--- config.mk ---
export PLATFORM = sky130hd
export DESIGN_NAME = vpp_regs
export DESIGN_NICKNAME = d
export VERILOG_FILES = /design/src/vpp_pkg.sv /design/src/vpp_regs.sv
export SDC_FILE = /design/constraint.sdc
export NUM_CORES = 1
export LEC_CHECK = 0
export BUFFER_PORTS_ARGS = -buffer_cell sky130_fd_sc_hd__buf_2
export CAP_MARGIN = 20
export CORE_MARGIN = 2
export CORE_UTILIZATION = 45
export CTS_CLUSTER_DIAMETER = 40
export DETAILED_ROUTE_END_ITERATION = 12
export GPL_TIMING_DRIVEN = 0
export PLACE_DENSITY_LB_ADDON = 0.12
export SETUP_SLACK_MARGIN = 0.1
export SYNTH_ARGS = -nofsm -noshare
export SYNTH_HDL_FRONTEND = slang
export SYNTH_SLANG_ARGS = --single-unit
export TNS_END_PERCENT = 100
--- constraint.sdc ---
create_clock -name clk -period 5.3 [get_ports clk]
set_input_delay 0.795 -clock clk [delete_from_list [all_inputs] [get_ports clk]]
set_output_delay 0.795 -clock clk [all_outputs]
set_load 0.02 [all_outputs]
--- src/vpp_pkg.sv ---
package vpp_pkg;

  localparam int MEM_BYTES_DEF = 16384;
  localparam int ADDR_W        = 14;
  localparam int NUM_BASES     = 5;

  localparam logic [2:0] KIND_CTRL   = 3'd0;
  localparam logic [2:0] KIND_DATA_W = 3'd1;
  localparam logic [2:0] KIND_DATA_R = 3'd2;
  localparam logic [2:0] KIND_STATUS = 3'd3;
  localparam logic [2:0] KIND_TICK   = 3'd4;

  localparam logic [1:0] CMD_ADDR_RD = 2'b00;
  localparam logic [1:0] CMD_ADDR_WR = 2'b01;
  localparam logic [1:0] CMD_REG     = 2'b10;
  localparam logic [1:0] CMD_NONE    = 2'b11;

  localparam logic [2:0] REG_MODE0 = 3'd0;
  localparam logic [2:0] REG_MODE1 = 3'd1;
  localparam logic [2:0] REG_NAME  = 3'd2;
  localparam logic [2:0] REG_COLOR = 3'd3;
  localparam logic [2:0] REG_PATT  = 3'd4;
  localparam logic [2:0] REG_COLORS = 3'd7;

  localparam logic [1:0] MODE_TEXT  = 2'd0;
  localparam logic [1:0] MODE_GFX1  = 2'd1;
  localparam logic [1:0] MODE_GFX2  = 2'd2;
  localparam logic [1:0] MODE_MULTI = 2'd3;

  localparam logic CFG_LPF = 1'b0;
  localparam logic CFG_VBL = 1'b1;

  localparam logic [8:0] LPF_RESET = 9'd262;
  localparam logic [8:0] VBL_RESET = 9'd192;

  localparam logic [7:0] BASE_MASKS [4][NUM_BASES] = '{
    '{8'h7F, 8'h00, 8'h3F, 8'h00, 8'h3F},
    '{8'h7F, 8'hFF, 8'h3F, 8'hFF, 8'h3F},
    '{8'h7F, 8'h80, 8'h3C, 8'hFF, 8'h3F},
    '{8'h7F, 8'h00, 8'h3F, 8'hFF, 8'h3F}
  };

  localparam int BASE_SHIFTS [NUM_BASES] = '{10, 6, 11, 7, 11};

  typedef struct packed {
    logic [1:0]                 mode;
    logic [NUM_BASES-1:0][13:0] bases;
    logic [7:0]                 colors;
    logic [13:0]                cmask;
    logic [13:0]                pmask;
    logic                       irq_en;
  } vpp_view_t;

  function automatic logic [13:0] calc_base(input logic [2:0] which, input logic [1:0] mode,
                                            input logic [7:0] v, input logic big);
    logic [7:0]  m;
    logic [21:0] w;
    m = v & BASE_MASKS[mode][which];
    w = {14'd0, m} << BASE_SHIFTS[which];
    return w[13:0] & (big ? 14'h3FFF : 14'h0FFF);
  endfunction

endpackage

--- src/vpp_regs.sv ---
module vpp_regs (
  input  logic                clk,
  input  logic                rst_n,
  input  logic                wr_en,
  input  logic [2:0]          wr_idx,
  input  logic [7:0]          wr_val,
  input  logic                vblank,
  output logic                irq,
  output vpp_pkg::vpp_view_t  view_r,
  output vpp_pkg::vpp_view_t  view_nxt
);
  import vpp_pkg::*;

  logic [7:0]                 regs_r [8];
  logic [7:0]                 regs_nxt [8];
  logic [1:0]                 mode_r, mode_nxt, mode_dec, mode_sel;
  logic [NUM_BASES-1:0][13:0] bases_r, bases_nxt;
  logic [13:0]                cmask_r, cmask_nxt, pmask_r, pmask_nxt;
  logic                       is_mode_reg, toggled, recompute, big;
  logic [2:0]                 sel;

  always_comb begin
    regs_nxt = regs_r;
    if (wr_en) begin
      regs_nxt[wr_idx] = wr_val;
    end
    is_mode_reg = wr_en && (wr_idx == REG_MODE0 || wr_idx == REG_MODE1);
    toggled     = wr_en && wr_idx == REG_MODE1 && (regs_r[1][7] ^ wr_val[7]);
    irq         = wr_en && wr_idx == REG_MODE1 && !regs_r[1][5] && wr_val[5] && vblank;
    big         = regs_nxt[1][7];
    sel         = {regs_nxt[1][3], regs_nxt[1][4], regs_nxt[0][1]};
    unique case (sel)
      3'd0:    mode_dec = MODE_GFX1;
      3'd1:    mode_dec = MODE_GFX2;
      3'd2:    mode_dec = MODE_TEXT;
      3'd4:    mode_dec = MODE_MULTI;
      default: mode_dec = mode_r;
    endcase
    mode_sel  = is_mode_reg ? mode_dec : mode_r;
    recompute = is_mode_reg && (mode_dec != mode_r || toggled);
    mode_nxt  = recompute ? mode_dec : mode_r;
    bases_nxt = bases_r;
    for (int i = 0; i < NUM_BASES; i++) begin
      if (recompute || (wr_en && wr_idx == REG_NAME + 3'(i))) begin
        bases_nxt[i] = calc_base(3'(i), mode_sel, regs_nxt[2 + i], big);
      end
    end
    cmask_nxt = cmask_r;
    if (recompute || (wr_en && wr_idx == REG_COLOR)) begin
      cmask_nxt = {regs_nxt[3] | 8'h80, 6'h3F};
    end
    pmask_nxt = pmask_r;
    if (recompute || (wr_en && wr_idx == REG_PATT)) begin
      pmask_nxt = {regs_nxt[4][2:0] | 3'b100, 11'h7FF};
    end
  end

  always_ff @(posedge clk) begin
    if (!rst_n) begin
      for (int i = 0; i < 8; i++) begin
        regs_r[i] <= 8'd0;
      end
      mode_r  <= MODE_TEXT;
      bases_r <= '0;
      cmask_r <= 14'h3FFF;
      pmask_r <= 14'h3FFF;
    end else begin
      regs_r  <= regs_nxt;
      mode_r  <= mode_nxt;
      bases_r <= bases_nxt;
      cmask_r <= cmask_nxt;
      pmask_r <= pmask_nxt;
    end
  end

  assign view_r   = '{mode: mode_r, bases: bases_r, colors: regs_r[REG_COLORS],
                      cmask: cmask_r, pmask: pmask_r, irq_en: regs_r[1][5]};
  assign view_nxt = '{mode: mode_nxt, bases: bases_nxt, colors: regs_nxt[REG_COLORS],
                      cmask: cmask_nxt, pmask: pmask_nxt, irq_en: regs_nxt[1][5]};

endmodule

==> flow_summary.yaml <==
clocking:
  post-cts-setup-buffers: 0
  numCtsBuffers: 17
  cts_sinks: 138
  cts_tree: "built"
  cts_hold_buffers: 0
  cts.path.max_buffers: 2
  clockRootBuffer: "clkbuf_16"
  ctsResizeCount: 0
  htreeDepth: 4
  insertion_delay_ns: 0.42
  clk_pin_slew_worst_paths_ns: 0.06
placement:
  port_buffers: 230
  pre_cts_slack_ns: 0.626
  placed_cell_area_sq_um: 7530
  place_congestion: 0.853
  hpwl_mm: 13.1
route:
  wl_per_cell_um: 16.7
  met1_length_mm: 7.76
  dr_wl_met3_mm: 1.41
  ant_nets: 0
  routed_wl_mm: 18.0
  drcViolationCount: 0
  drt_iter0_drc: 357
  drt-pass1-iter-count: 5
  vias: 5681
  viasPerCell: 5.27
  dr_wl_met2_mm: 8.43
  top_layer: "met4"
timing:
  setup_tns_ns: 0
  fmax_mhz: 211
  grt_setup_unrepaired: "no"
  maxSlewViolCount: 0
  max_slew_margin_pct: 40.2
  skew_ns: 0.0125
  report.final.setup_viol: 0
  min_period_ns: 4.73
  fin_ws_ns: 0.571
  worst_pin_slew_ns: 0.890
  finalCritPeriodShare_pct: 89.2
  hold_viol: 0
floorplan:
  core.rowCount: 42
  io_pins: 234
  die_w_um: 121
  fp.coreArea_sq_um: 13300
  die_y_um: 121
  dieArea_sq_um: 14600
  initial_core_util_pct: 46.3
synth:
  synth_nets: 658
  yosys.area.top_type: "dfxtp_1"
  synth-edff-count: 0
  syn_area_per_cell_sq_um: 9.63
  syn_inst: 640
  yosys-top-cells-area: "dfxtp_1, and2_1, mux2i_1"
  synth_cell_types: 59
  synth_seq_cells: 138
  syn_area_sq_um: 6160
  yosysWarnings: 0
  ys_seq_area_share_pct: 44.8
  async_reset_ff_share_pct: 0
  netlist.area_leader.share_pct: 44.8
  yosys_most_used_dff: "dfxtp_1"
global_route:
  grt_pass1_vias: 5332
  grt-ovfl-total: 0
  track_usage_pct: 24.5
  grt_max_degree: 17
  grt_pass1_wl_mm: 27.9
  antenna_found_initial: 0
worst_setup_path:
  cp_common_cell: "buf_2"
  start_kind: "input pin"
  cp.required_ns: 4.51
  endpoint_kind: "output pin"
  cp_slowest_cell: "nor3_2"
  max_stage_delay_ns: 0.57
  crit_fanout: 10
  arrival_ns: 3.93
  crit_type: "input pin to output pin"
  worstPathCellList: "buf_2 > buf_2 > nor4b_4 > mux2i_1 > a2111oi_4 > nor3_2 > buf_2 > buf_1 > nand4_1 > o31ai_1 > buf_2"
cells_and_area:
  seq_area_sq_um: 2760
  multiInputGateArea_sq_um: 2970
  drive_gt1_share_pct: 39.6
  postLayoutCellArea_sq_um: 8120
  utilization_pct: 61.1
  nNetsFinal: 907
  syn2layout_area_growth_pct: 31.8
  n_fill_cell: 1150
worst_hold_path:
  hold_class: "register to register"
pwr:
  p_leak_nw: 4.08
  powerDensity_nw_per_um2: 304
  max-vdd-ir-drop_v: 0.000199
status:
  status: "finished clean"
run:
  max_cap_viol_count: 0
[logic make-up after synthesis]
group / count (synthesis) / synth area share, %
multiplexers: 58 / 10.3
buffers and inverters: 77 / 6.88
AND/OR/NAND/NOR: 280 / 26.9
flip-flops: 138 / 44.8
adder cells (fa/ha/maj): 3 / 0.609
AO/OA/AOI/OAI: 83 / 10.3
XOR/XNOR: 1 / 0.142
[cell usage after synthesis, drive strengths merged, types with 12 or more instances]
library cell,number
mux2,26
and2,69
nor3,17
nor2,49
nand2,25
and3,37
a21oi,12
o31ai,15
or3,13
buf,38
mux2i,32
dfxtp,138
or2,14
nand2b,22
clkbuf,28
[cells in the final DEF (no fill, tap or decap), types with 5 or more instances in the layout]
cell / synthesis / layout
a211oi_1: 8 / 8
a21boi_0: 6 / 6
a21oi_1: 12 / 12
a31oi_1: 6 / 6
a41o_1: 7 / 7
and2_1: 69 / 69
and3_1: 37 / 37
buf_2: 6 / 236
buf_4: 22 / 22
buf_6: 6 / 6
clkbuf_1: 28 / 28
clkbuf_16: 0 / 17
clkinv_4: 0 / 5
dfxtp_1: 138 / 138
inv_1: 10 / 10
mux2_2: 24 / 24
mux2i_1: 30 / 30
nand2_1: 24 / 24
nand2b_1: 22 / 22
nand3_1: 10 / 10
nand4_1: 10 / 10
nor2_1: 47 / 47
nor3_1: 15 / 15
o21ai_0: 10 / 10
o31ai_1: 15 / 15
or2_2: 14 / 14
or3_1: 13 / 13
[registers in the layout, indices dropped and copies added (netlist names)]
signal and count:
regs_r 29, pmask_r 14, cmask_r 14, view_r 79, mode_r 2
[layer usage]
| metal | vias to the layer above | GRT usage (%) |
|---|---|---|
| li1 | 2716 | - |
| met1 | 2668 | 31.6 |
| met2 | 268 | 39.0 |
| met3 | 29 | 6.44 |
| met4 | 0 | 9.30 |
| met5 | - | 0 |
[power by group]
part	switching [W]	leakage [nW]	internal [W]
registers	0.00000720	1.12	0.00105
clock network	0.000462	0.286	0.000706
logic	0.000168	2.68	0.0000778
total	0.000636	4.08	0.00184
[stage by stage]
stage | instances | hold slack (ns) | power (W)
final | 1079 | 0.461 | 0.00247
after global routing | 1078 | 0.486 | 0.00255
after CTS | 1078 | 0.464 | 0.00249
after detailed placement | 1046 | 0.446 | 0.00133
after global placement | 1046 | 0.437 | 0.00132
after floorplan | 640 | 0.441 | 0.00124
[area by class of cell]
class / count / area share, %
plain buffers: 66 / 4.71
well taps: 176 / 2.71
diodes: 1 / 0.0308
multi-input cells: 425 / 36.6
clock buffers: 18 / 5.41
flip-flops and latches: 138 / 34.0
clock inverters: 14 / 1.82
repair buffers: 230 / 14.2
inverters: 11 / 0.508
[critical path: cells and delay by family]
kind | cells | cell delay [ns]
AO/OA/AOI/OAI | 2 | 0.24
multiplexers | 1 | 0.50
AND/OR/NAND/NOR | 3 | 1.06
buffers and inverters | 5 | 1.34
[worst paths after layout]
kind / startpoint / endpoint / slack [ns] / cells after the start
min reg2reg: pmask_r[6] / pmask_r[6] / 0.46 / 1
max: wr_idx[0] / view_nxt[50] / 0.57 / 11
max reg2reg: regs_r[57] / view_r[60] / 2.73 / 7
min: pmask_r[6] / pmask_r[6] / 0.46 / 1
No activity file was read; power rests on OpenSTA's default activity.
